`config.mk`:
```
export PLATFORM = sky130hd
export DESIGN_NAME = first_fit_segment_allocator
export DESIGN_NICKNAME = d
export VERILOG_FILES = /design/src/ffsa_pkg.sv /design/src/ffsa_ram.sv /design/src/first_fit_segment_allocator.sv
export SDC_FILE = /design/constraint.sdc
export NUM_CORES = 1
export LEC_CHECK = 0
export ABC_CLOCK_PERIOD_IN_PS = 3300
export BUFFER_PORTS_ARGS = -buffer_cell sky130_fd_sc_hd__buf_2
export CORE_ASPECT_RATIO = 1.25
export CORE_UTILIZATION = 45
export CTS_BUF_LIST = sky130_fd_sc_hd__clkbuf_8 sky130_fd_sc_hd__clkbuf_16
export DETAILED_ROUTE_END_ITERATION = 6
export PLACE_DENSITY = 0.6
export SLEW_MARGIN = 30
export SYNTH_ARGS = -nofsm -noshare
export SYNTH_HDL_FRONTEND = slang
export SYNTH_SLANG_ARGS = --single-unit
```
`constraint.sdc`:
```
create_clock -name clk -period 3.3 [get_ports clk]
set_input_delay 0.66 -clock clk [delete_from_list [all_inputs] [get_ports clk]]
set_output_delay 0.66 -clock clk [all_outputs]
set_load 0.02 [all_outputs]
```
`src/ffsa_pkg.sv`:
```
// shared constants, types and codes of the first-fit segment allocator
package ffsa_pkg;

    localparam int MAX_SEGMENTS = 16;
    localparam int SIZE_BITS    = 16;
    localparam int IDX_W        = (MAX_SEGMENTS > 2) ? $clog2(MAX_SEGMENTS) : 1;
    localparam int CNT_W        = $clog2(MAX_SEGMENTS + 1);
    localparam int ID_W         = 16;

    typedef struct packed {
        logic [SIZE_BITS-1:0] size;
        logic                 used;
        logic [ID_W-1:0]      owner;
    } entry_t;

    localparam int ENTRY_W = $bits(entry_t);

    localparam logic [1:0] CMD_ALLOC    = 2'd0;
    localparam logic [1:0] CMD_FREE     = 2'd1;
    localparam logic [1:0] CMD_COALESCE = 2'd2;
    localparam logic [1:0] CMD_NONE     = 2'd3;

    localparam logic [2:0] ST_ALLOCATED = 3'd0;
    localparam logic [2:0] ST_NO_FIT    = 3'd1;
    localparam logic [2:0] ST_FREED     = 3'd2;
    localparam logic [2:0] ST_NOT_FOUND = 3'd3;
    localparam logic [2:0] ST_COALESCED = 3'd4;
    localparam logic [2:0] ST_FULL      = 3'd5;

endpackage

```
`src/ffsa_ram.sv`:
```
// generic single-write, single-read ram with registered read data
module ffsa_ram #(
    parameter int WIDTH = 8,
    parameter int DEPTH = 16
) (
    input  logic                     clk,
    input  logic                     we,
    input  logic [$clog2(DEPTH)-1:0] waddr,
    input  logic [WIDTH-1:0]         wdata,
    input  logic [$clog2(DEPTH)-1:0] raddr,
    output logic [WIDTH-1:0]         rdata
);

    logic [WIDTH-1:0] mem [DEPTH];

    always_ff @(posedge clk)
    begin
        if (we)
        begin
            mem[waddr] <= wdata;
        end
        rdata <= mem[raddr];
    end

endmodule

```
`src/first_fit_segment_allocator.sv`:
```
// top level of the first-fit segment allocator: sequencer around the segment table ram
//
//  channel   signals                            direction  transaction
//  command   start, busy, cmd, req_size,        in         start && !busy && !total_size_we
//            free_id
//  result    done, status, out_id, out_size     out        done (one cycle)
//  config    total_size_we, total_size          in         total_size_we && !busy
//
// each table entry is handled as a ram read, then an evaluate step; allocate scans to the
// first fit and marks it used, on a split first shifting the entries after it up by one to
// make room for the rest; a split on a full table ends with the full status at the fit, and
// a zero request is rejected up front; free scans to the matching id; no fit and an unknown
// id scan all seg_count entries; coalesce walks every entry, then writes the last segment
// busy is already low while done shows, so the next transaction can go at the edge ending it
// after reset the table ram gets entry zero written in the init state, busy is high meanwhile
// entries at or beyond seg_count are never read, so they are not cleared
// the result strobe lasts one cycle and cannot be stalled
module first_fit_segment_allocator (
    input  logic        clk,
    input  logic        rst_n,
    input  logic        start,
    output logic        busy,
    input  logic [1:0]  cmd,
    input  logic [15:0] req_size,
    input  logic [15:0] free_id,
    input  logic        total_size_we,
    input  logic [15:0] total_size,
    output logic        done,
    output logic [2:0]  status,
    output logic [15:0] out_id,
    output logic [15:0] out_size
);

    localparam int IW = ffsa_pkg::IDX_W;
    localparam int CW = ffsa_pkg::CNT_W;
    localparam int SB = ffsa_pkg::SIZE_BITS;

    typedef enum logic [3:0] {
        S_INIT, S_IDLE, S_SCAN_RD, S_SCAN_EV, S_SH_RD, S_SH_EV,
        S_SPLIT, S_MARK, S_C_RD, S_C_EV, S_C_END
    } state_t;

    state_t state_reg;

    logic [1:0]                  cmd_reg;
    logic [SB-1:0]               want_reg;
    logic [15:0]                 fid_reg;
    logic [IW-1:0]               idx_reg;     // scan / coalesce read pointer
    logic [IW-1:0]               jr_reg;      // shift source pointer
    logic [IW-1:0]               wr_reg;      // coalesce write pointer
    logic [SB-1:0]               seg_sz_reg;  // size of the fitting segment
    logic [CW-1:0]               count_reg;
    logic [15:0]                 id_reg;
    logic                        have_reg;
    ffsa_pkg::entry_t            acc_reg;
    logic                        done_reg;
    logic [2:0]                  status_reg;
    logic [15:0]                 out_id_reg;
    logic [15:0]                 out_size_reg;

    // ram port
    logic                        ram_we;
    logic [IW-1:0]               ram_waddr;
    ffsa_pkg::entry_t            ram_wdata;
    logic [IW-1:0]               ram_raddr;
    logic [ffsa_pkg::ENTRY_W-1:0] ram_rdata;
    ffsa_pkg::entry_t            ent;

    logic                        last;        // current index is the final table entry
    logic                        merge;
    logic                        alloc_hit;
    logic                        free_hit;

    assign ent       = ffsa_pkg::entry_t'(ram_rdata);
    assign last      = (CW'(idx_reg) + CW'(1)) == count_reg;
    assign merge     = have_reg && !ent.used && !acc_reg.used;
    assign alloc_hit = !ent.used && (ent.size >= want_reg);
    assign free_hit  = ent.used && (ent.owner == fid_reg) && (fid_reg != 16'd0);
    assign ram_raddr = (state_reg == S_SH_RD) ? jr_reg : idx_reg;

    always_comb
    begin
        ram_we    = 1'b0;
        ram_waddr = idx_reg;
        ram_wdata = ent;
        case (state_reg)
            S_INIT:
            begin
                ram_we    = 1'b1;
                ram_waddr = '0;
                ram_wdata = '{size: SB'(16'hFFFF), used: 1'b0, owner: '0};
            end
            S_IDLE:
            begin
                // table reinit on a total size write
                ram_we    = total_size_we;
                ram_waddr = '0;
                ram_wdata = '{size: SB'(total_size), used: 1'b0, owner: '0};
            end
            S_SCAN_EV:
            begin
                // release a matching segment in place
                ram_we    = (cmd_reg == ffsa_pkg::CMD_FREE) && free_hit;
                ram_waddr = idx_reg;
                ram_wdata = '{size: ent.size, used: 1'b0, owner: '0};
            end
            S_SH_EV:
            begin
                ram_we    = 1'b1;
                ram_waddr = jr_reg + IW'(1);
                ram_wdata = ent;
            end
            S_SPLIT:
            begin
                ram_we    = 1'b1;
                ram_waddr = idx_reg + IW'(1);
                ram_wdata = '{size: seg_sz_reg - want_reg, used: 1'b0, owner: '0};
            end
            S_MARK:
            begin
                ram_we    = 1'b1;
                ram_waddr = idx_reg;
                ram_wdata = '{size: want_reg, used: 1'b1, owner: id_reg};
            end
            S_C_EV:
            begin
                ram_we    = have_reg && !merge;
                ram_waddr = wr_reg;
                ram_wdata = acc_reg;
            end
            S_C_END:
            begin
                ram_we    = 1'b1;
                ram_waddr = wr_reg;
                ram_wdata = acc_reg;
            end
            default:
            begin
                ram_we = 1'b0;
            end
        endcase
    end

    ffsa_ram #(
        .WIDTH (ffsa_pkg::ENTRY_W),
        .DEPTH (ffsa_pkg::MAX_SEGMENTS)
    ) u_table (
        .clk   (clk),
        .we    (ram_we),
        .waddr (ram_waddr),
        .wdata (ram_wdata),
        .raddr (ram_raddr),
        .rdata (ram_rdata)
    );

    always_ff @(posedge clk or negedge rst_n)
    begin
        if (!rst_n)
        begin
            state_reg    <= S_INIT;
            count_reg    <= CW'(1);
            id_reg       <= 16'd1;
            done_reg     <= 1'b0;
            have_reg     <= 1'b0;
            idx_reg      <= '0;
            wr_reg       <= '0;
            jr_reg       <= '0;
            cmd_reg      <= ffsa_pkg::CMD_NONE;
            status_reg   <= '0;
            out_id_reg   <= '0;
            out_size_reg <= '0;
        end
        else
        begin
            done_reg <= 1'b0;
            case (state_reg)
                S_INIT:
                begin
                    count_reg <= CW'(1);
                    state_reg <= S_IDLE;
                end
                S_IDLE:
                begin
                    if (total_size_we)
                    begin
                        count_reg <= CW'(1);
                    end
                    else if (start)
                    begin
                        cmd_reg  <= cmd;
                        want_reg <= SB'(req_size);
                        fid_reg  <= free_id;
                        idx_reg  <= '0;
                        wr_reg   <= '0;
                        have_reg <= 1'b0;
                        case (cmd)
                            ffsa_pkg::CMD_ALLOC:
                            begin
                                if (SB'(req_size) == '0)
                                begin
                                    // zero request is rejected up front
                                    done_reg     <= 1'b1;
                                    status_reg   <= ffsa_pkg::ST_NO_FIT;
                                    out_id_reg   <= '0;
                                    out_size_reg <= '0;
                                end
                                else
                                begin
                                    state_reg <= S_SCAN_RD;
                                end
                            end
                            ffsa_pkg::CMD_FREE:     state_reg <= S_SCAN_RD;
                            ffsa_pkg::CMD_COALESCE: state_reg <= S_C_RD;
                            default:                state_reg <= S_IDLE;
                        endcase
                    end
                end
                S_SCAN_RD:
                begin
                    state_reg <= S_SCAN_EV;
                end
                S_SCAN_EV:
                begin
                    if (cmd_reg == ffsa_pkg::CMD_FREE && free_hit)
                    begin
                        done_reg     <= 1'b1;
                        status_reg   <= ffsa_pkg::ST_FREED;
                        out_id_reg   <= fid_reg;
                        out_size_reg <= '0;
                        state_reg    <= S_IDLE;
                    end
                    else if (cmd_reg == ffsa_pkg::CMD_ALLOC && alloc_hit)
                    begin
                        seg_sz_reg <= ent.size;
                        if (ent.size == want_reg)
                        begin
                            state_reg <= S_MARK;
                        end
                        else if (count_reg == CW'(ffsa_pkg::MAX_SEGMENTS))
                        begin
                            done_reg     <= 1'b1;
                            status_reg   <= ffsa_pkg::ST_FULL;
                            out_id_reg   <= '0;
                            out_size_reg <= '0;
                            state_reg    <= S_IDLE;
                        end
                        else if (last)
                        begin
                            state_reg <= S_SPLIT;
                        end
                        else
                        begin
                            // open a hole after the fit by moving the tail up one
                            jr_reg    <= IW'(count_reg - CW'(1));
                            state_reg <= S_SH_RD;
                        end
                    end
                    else if (last)
                    begin
                        done_reg     <= 1'b1;
                        status_reg   <= (cmd_reg == ffsa_pkg::CMD_FREE) ?
                                        ffsa_pkg::ST_NOT_FOUND : ffsa_pkg::ST_NO_FIT;
                        out_id_reg   <= '0;
                        out_size_reg <= '0;
                        state_reg    <= S_IDLE;
                    end
                    else
                    begin
                        idx_reg   <= idx_reg + IW'(1);
                        state_reg <= S_SCAN_RD;
                    end
                end
                S_SH_RD:
                begin
                    state_reg <= S_SH_EV;
                end
                S_SH_EV:
                begin
                    if (jr_reg == idx_reg + IW'(1))
                    begin
                        state_reg <= S_SPLIT;
                    end
                    else
                    begin
                        jr_reg    <= jr_reg - IW'(1);
                        state_reg <= S_SH_RD;
                    end
                end
                S_SPLIT:
                begin
                    count_reg <= count_reg + CW'(1);
                    state_reg <= S_MARK;
                end
                S_MARK:
                begin
                    done_reg     <= 1'b1;
                    status_reg   <= ffsa_pkg::ST_ALLOCATED;
                    out_id_reg   <= id_reg;
                    out_size_reg <= 16'(want_reg);
                    id_reg       <= (id_reg == 16'hFFFF) ? 16'd1 : id_reg + 16'd1;
                    state_reg    <= S_IDLE;
                end
                S_C_RD:
                begin
                    state_reg <= S_C_EV;
                end
                S_C_EV:
                begin
                    if (merge)
                    begin
                        acc_reg.size <= acc_reg.size + ent.size;
                    end
                    else
                    begin
                        if (have_reg)
                        begin
                            wr_reg <= wr_reg + IW'(1);
                        end
                        acc_reg  <= ent;
                        have_reg <= 1'b1;
                    end
                    if (last)
                    begin
                        state_reg <= S_C_END;
                    end
                    else
                    begin
                        idx_reg   <= idx_reg + IW'(1);
                        state_reg <= S_C_RD;
                    end
                end
                S_C_END:
                begin
                    count_reg    <= CW'(wr_reg) + CW'(1);
                    done_reg     <= 1'b1;
                    status_reg   <= ffsa_pkg::ST_COALESCED;
                    out_id_reg   <= '0;
                    out_size_reg <= '0;
                    state_reg    <= S_IDLE;
                end
                default:
                begin
                    state_reg <= S_IDLE;
                end
            endcase
        end
    end

    assign busy     = (state_reg != S_IDLE);
    assign done     = done_reg;
    assign status   = status_reg;
    assign out_id   = out_id_reg;
    assign out_size = out_size_reg;

    // a result is only shown once the sequencer is back at rest
    a_done_idle: assert property (@(posedge clk) disable iff (!rst_n)
        done_reg |-> (state_reg == S_IDLE))
        else $error("result strobe while sequencer active");

    // table always holds between one and MAX_SEGMENTS entries
    a_count_range: assert property (@(posedge clk) disable iff (!rst_n)
        (count_reg != '0) && (count_reg <= CW'(ffsa_pkg::MAX_SEGMENTS)))
        else $error("segment count out of range");

    // the id counter skips zero
    a_id_nonzero: assert property (@(posedge clk) disable iff (!rst_n)
        id_reg != 16'd0)
        else $error("id counter reached zero");

    // a split only happens with room left in the table
    a_split_room: assert property (@(posedge clk) disable iff (!rst_n)
        (state_reg == S_SPLIT) |-> (count_reg < CW'(ffsa_pkg::MAX_SEGMENTS)))
        else $error("split on a full table");

endmodule
```
==> metrics.yaml <==
routing:
  routed_wl_um: 78200
  dr.pass1.iters: 7
  wire_per_inst_um: 25.6
  vias: 18100
  ant_nets: 0
  drtIter0Drc: 1545
  via_per_inst: 5.92
  drcViolationCount: 13
clocking:
  cts_sinks: 718
  clkSlewWorstSetupHoldPaths_ns: 0.06
  cts_buffer_depth: 3
  h-tree-depth: 3
  root_buffer: "clkbuf_16"
  cts_made_buffers: 72
  cts_tree: "done"
  insertion_delay_ns: 0.64
global_routing:
  grt.total_usage_pct: 23.2
  grt_max_degree: 65
  grt_overflow: 0
  grt_pass1_wl_um: 117000
  grtUsageMet2_pct: 39.4
  antenna_found_initial: 1
  grt_use_met3_pct: 3.28
  grt_pass1_vias: 18600
  met1_usage_pct: 30.5
  grt_busiest_layer: "met2"
timing:
  fin_skew_ns: 0.0348
  tightest_slew_ns: 0.785
  setup_viol: 0
  timing.hold.ws_ns: 0.193
  period_share_pct: 96.9
  fin_crit_ns: 3.20
  relSlewSlack_pct: 47.6
  hold_viol_final: 0
  drv_slew: 0
  fmax_mhz: 313
floorplanning:
  die_area_mm2: 0.0684
  initial_core_util_pct: 45.4
  fp-row-count: 106
  coreArea_mm2: 0.0667
  die_h_um: 292
  ioPinCount: 91
  die_width_um: 234
worst_setup_path:
  cp-start-kind: "register"
  critPathMaxFanout: 9
  critPathCaptureType: "register"
  arrival_ns: 3.50
  crit_type: "register to register"
  worstPathRequired_ns: 3.60
finish:
  post-route-util_pct: 53.9
  nNetsFinal: 2242
  antenna_cells: 0
  largest_register_ff_count: 528
  final_cell_mix: "609 x edfxtp_1, 178 x nand2_1, 132 x mux4_2, 123 x buf_4, 91 x buf_2"
  fill_cells: 5349
  multi_input_area_mm2: 0.00911
  drive_gt1_share_pct: 25.1
  area_growth_syn_to_layout_pct: 18.7
  final_common_cell: "edfxtp_1"
  regArea_mm2: 0.0209
pwr:
  vdd_drop_max_v: 0.000411
  power.density_mw_per_mm2: 845
  p_leak_nw: 12.9
run:
  maxCapViolations: 0
placement:
  io_buffers: 90
  hpwl_um: 50900
  gp_congestion: 0.916
synthesis:
  yosysTopAreaCell: "edfxtp_1"
  synth_top_family_by_area: "multiplexers"
  synth_fp_nets: 2009
  synth_cell_types: 72
  synth_warnings: 0
  syn_area_per_cell_um2: 15.9
  yosys_most_used_dff: "edfxtp_1"
  synth_area_leaders: "edfxtp_1 60%, mux4_2 9.8%, dfrtp_1 5.9%"
  synthXorXnorAreaFrac_pct: 1.94
  synthSimpleGateAreaFrac_pct: 6.87
  ys_seq_elements: 718
  synth.top_cell.area_share_pct: 60.4
  synthAdderAreaFrac_pct: 2.28
  async_reset_ff_share_pct: 10.6
  muxShareOfSynthArea_pct: 10.4
  postSynthCellCount: 1901
  synth_compound_area_share_pct: 7.65
  synth.cell_area_mm2: 0.0303
  synth_edf_count: 609
  yosysSeqAreaShare_pct: 68.8
run_status:
  status: "finished, violations left"
  violations: "design-rule violations"
worst_hold_path:
  hp-class: "input pin to register"
-- power by group --
part / internal [mW] / leakage [nW] / switching (mW) / total, mW
logic: 3.33 / 4.81 / 5.38 / 8.71
clock network: 5.00 / 1.26 / 3.62 / 8.62
registers: 12.4 / 6.87 / 0.615 / 13.1
total: 20.8 / 12.9 / 9.62 / 30.4
-- timing repair --
item,4_1_cts,5_1_grt
setup endpoints to repair,69,251
gates resized for setup,5,12
hold buffers,1,0
pin swaps,2,2
cloned,0,2
buffers inserted,3,1
endpoints found under the hold margin,12,0
-- per-stage QoR --
| stage | instance area, um2 | setup TNS (ns) | total power, mW | setup WS, ns | instances |
|---|---|---|---|---|---|
| floorplan | 30300 | -158.65 | 18.2 | -0.411 | 1901 |
| global placement | 33200 | -6.50 | 21.5 | -0.348 | 2912 |
| detailed placement | 33200 | -8.08 | 21.8 | -0.419 | 2916 |
| CTS | 35800 | 0 | 30.5 | 0.0156 | 3052 |
| global route | 35900 | -0.00623 | 31.7 | -0.00623 | 3056 |
| finish | 35900 | 0 | 30.4 | 0.101 | 3056 |
-- worst paths after layout --
path	startpoint	to	slack, ns	depth (start not counted)
hold / removal	free_id[11]	fid_reg[11]	0.19	1
setup / recovery	fid_reg[11]	u_table.mem[14][24]	0.10	11
max in group asynchronous	rst_n	id_reg[0]	1.92	4
min in group asynchronous	rst_n	out_size[2]	0.44	2
hold reg to reg	out_size[7]	out_size[7]	0.48	2
setup reg to reg	fid_reg[11]	u_table.mem[14][24]	0.10	11
-- final cells by class --
type                            count  share of cell area [%]
Clock inverter                     57                    1.89
Timing Repair Buffer              255                    6.14
Multi-Input combinational cell   1041                    25.3
Clock buffer                       75                    5.13
Inverter                           46                   0.480
Sequential cell                   718                    58.0
Tap cell                          864                    3.01
-- routing by layer --
layer	part of all wire (%)	vias to the layer above
met3	4.8	121
met5	0	-
met2	51	525
li1	-	7984
met4	2.6	0
met1	42	9470
-- worst max-delay path, stage by stage, from the launching register on --
cell and delay (ns):
edfxtp_1 0.45, xnor2_1 0.24, nand4_1 0.16, nor4_1 0.34, buf_4 0.18, and3_1 0.26
nor2_1 0.11, a31oi_2 0.23, buf_4 0.16, nand2_1 0.24, nor2_4 0.21, buf_4 0.26
-- cells in the mapped netlist, drive strengths merged, types with 6 or more instances --
library cell	instances
a211oi	42
a21o	7
a21oi	49
a221o	37
a221oi	6
a222oi	11
a31oi	38
and2	53
and3	7
buf	38
clkbuf	58
dfrtp	72
dfxtp	33
edfxtp	609
ha	52
inv	46
mux2	7
mux2i	11
mux4	132
nand2	178
nand2b	28
nand3	23
nand4	15
nor2	67
nor2b	6
nor3	17
nor4	17
o211ai	10
o21ai	87
o22ai	8
xnor2	42
xor2	25
-- kinds of logic after synthesis --
family                   after synthesis
adder cells (fa/ha/maj)               54
AO/OA/AOI/OAI                        338
flip-flops                           718
XOR/XNOR                              67
multiplexers                         150
buffers and inverters                142
AND/OR/NAND/NOR                      432
(Power assumes the default switching activity.)
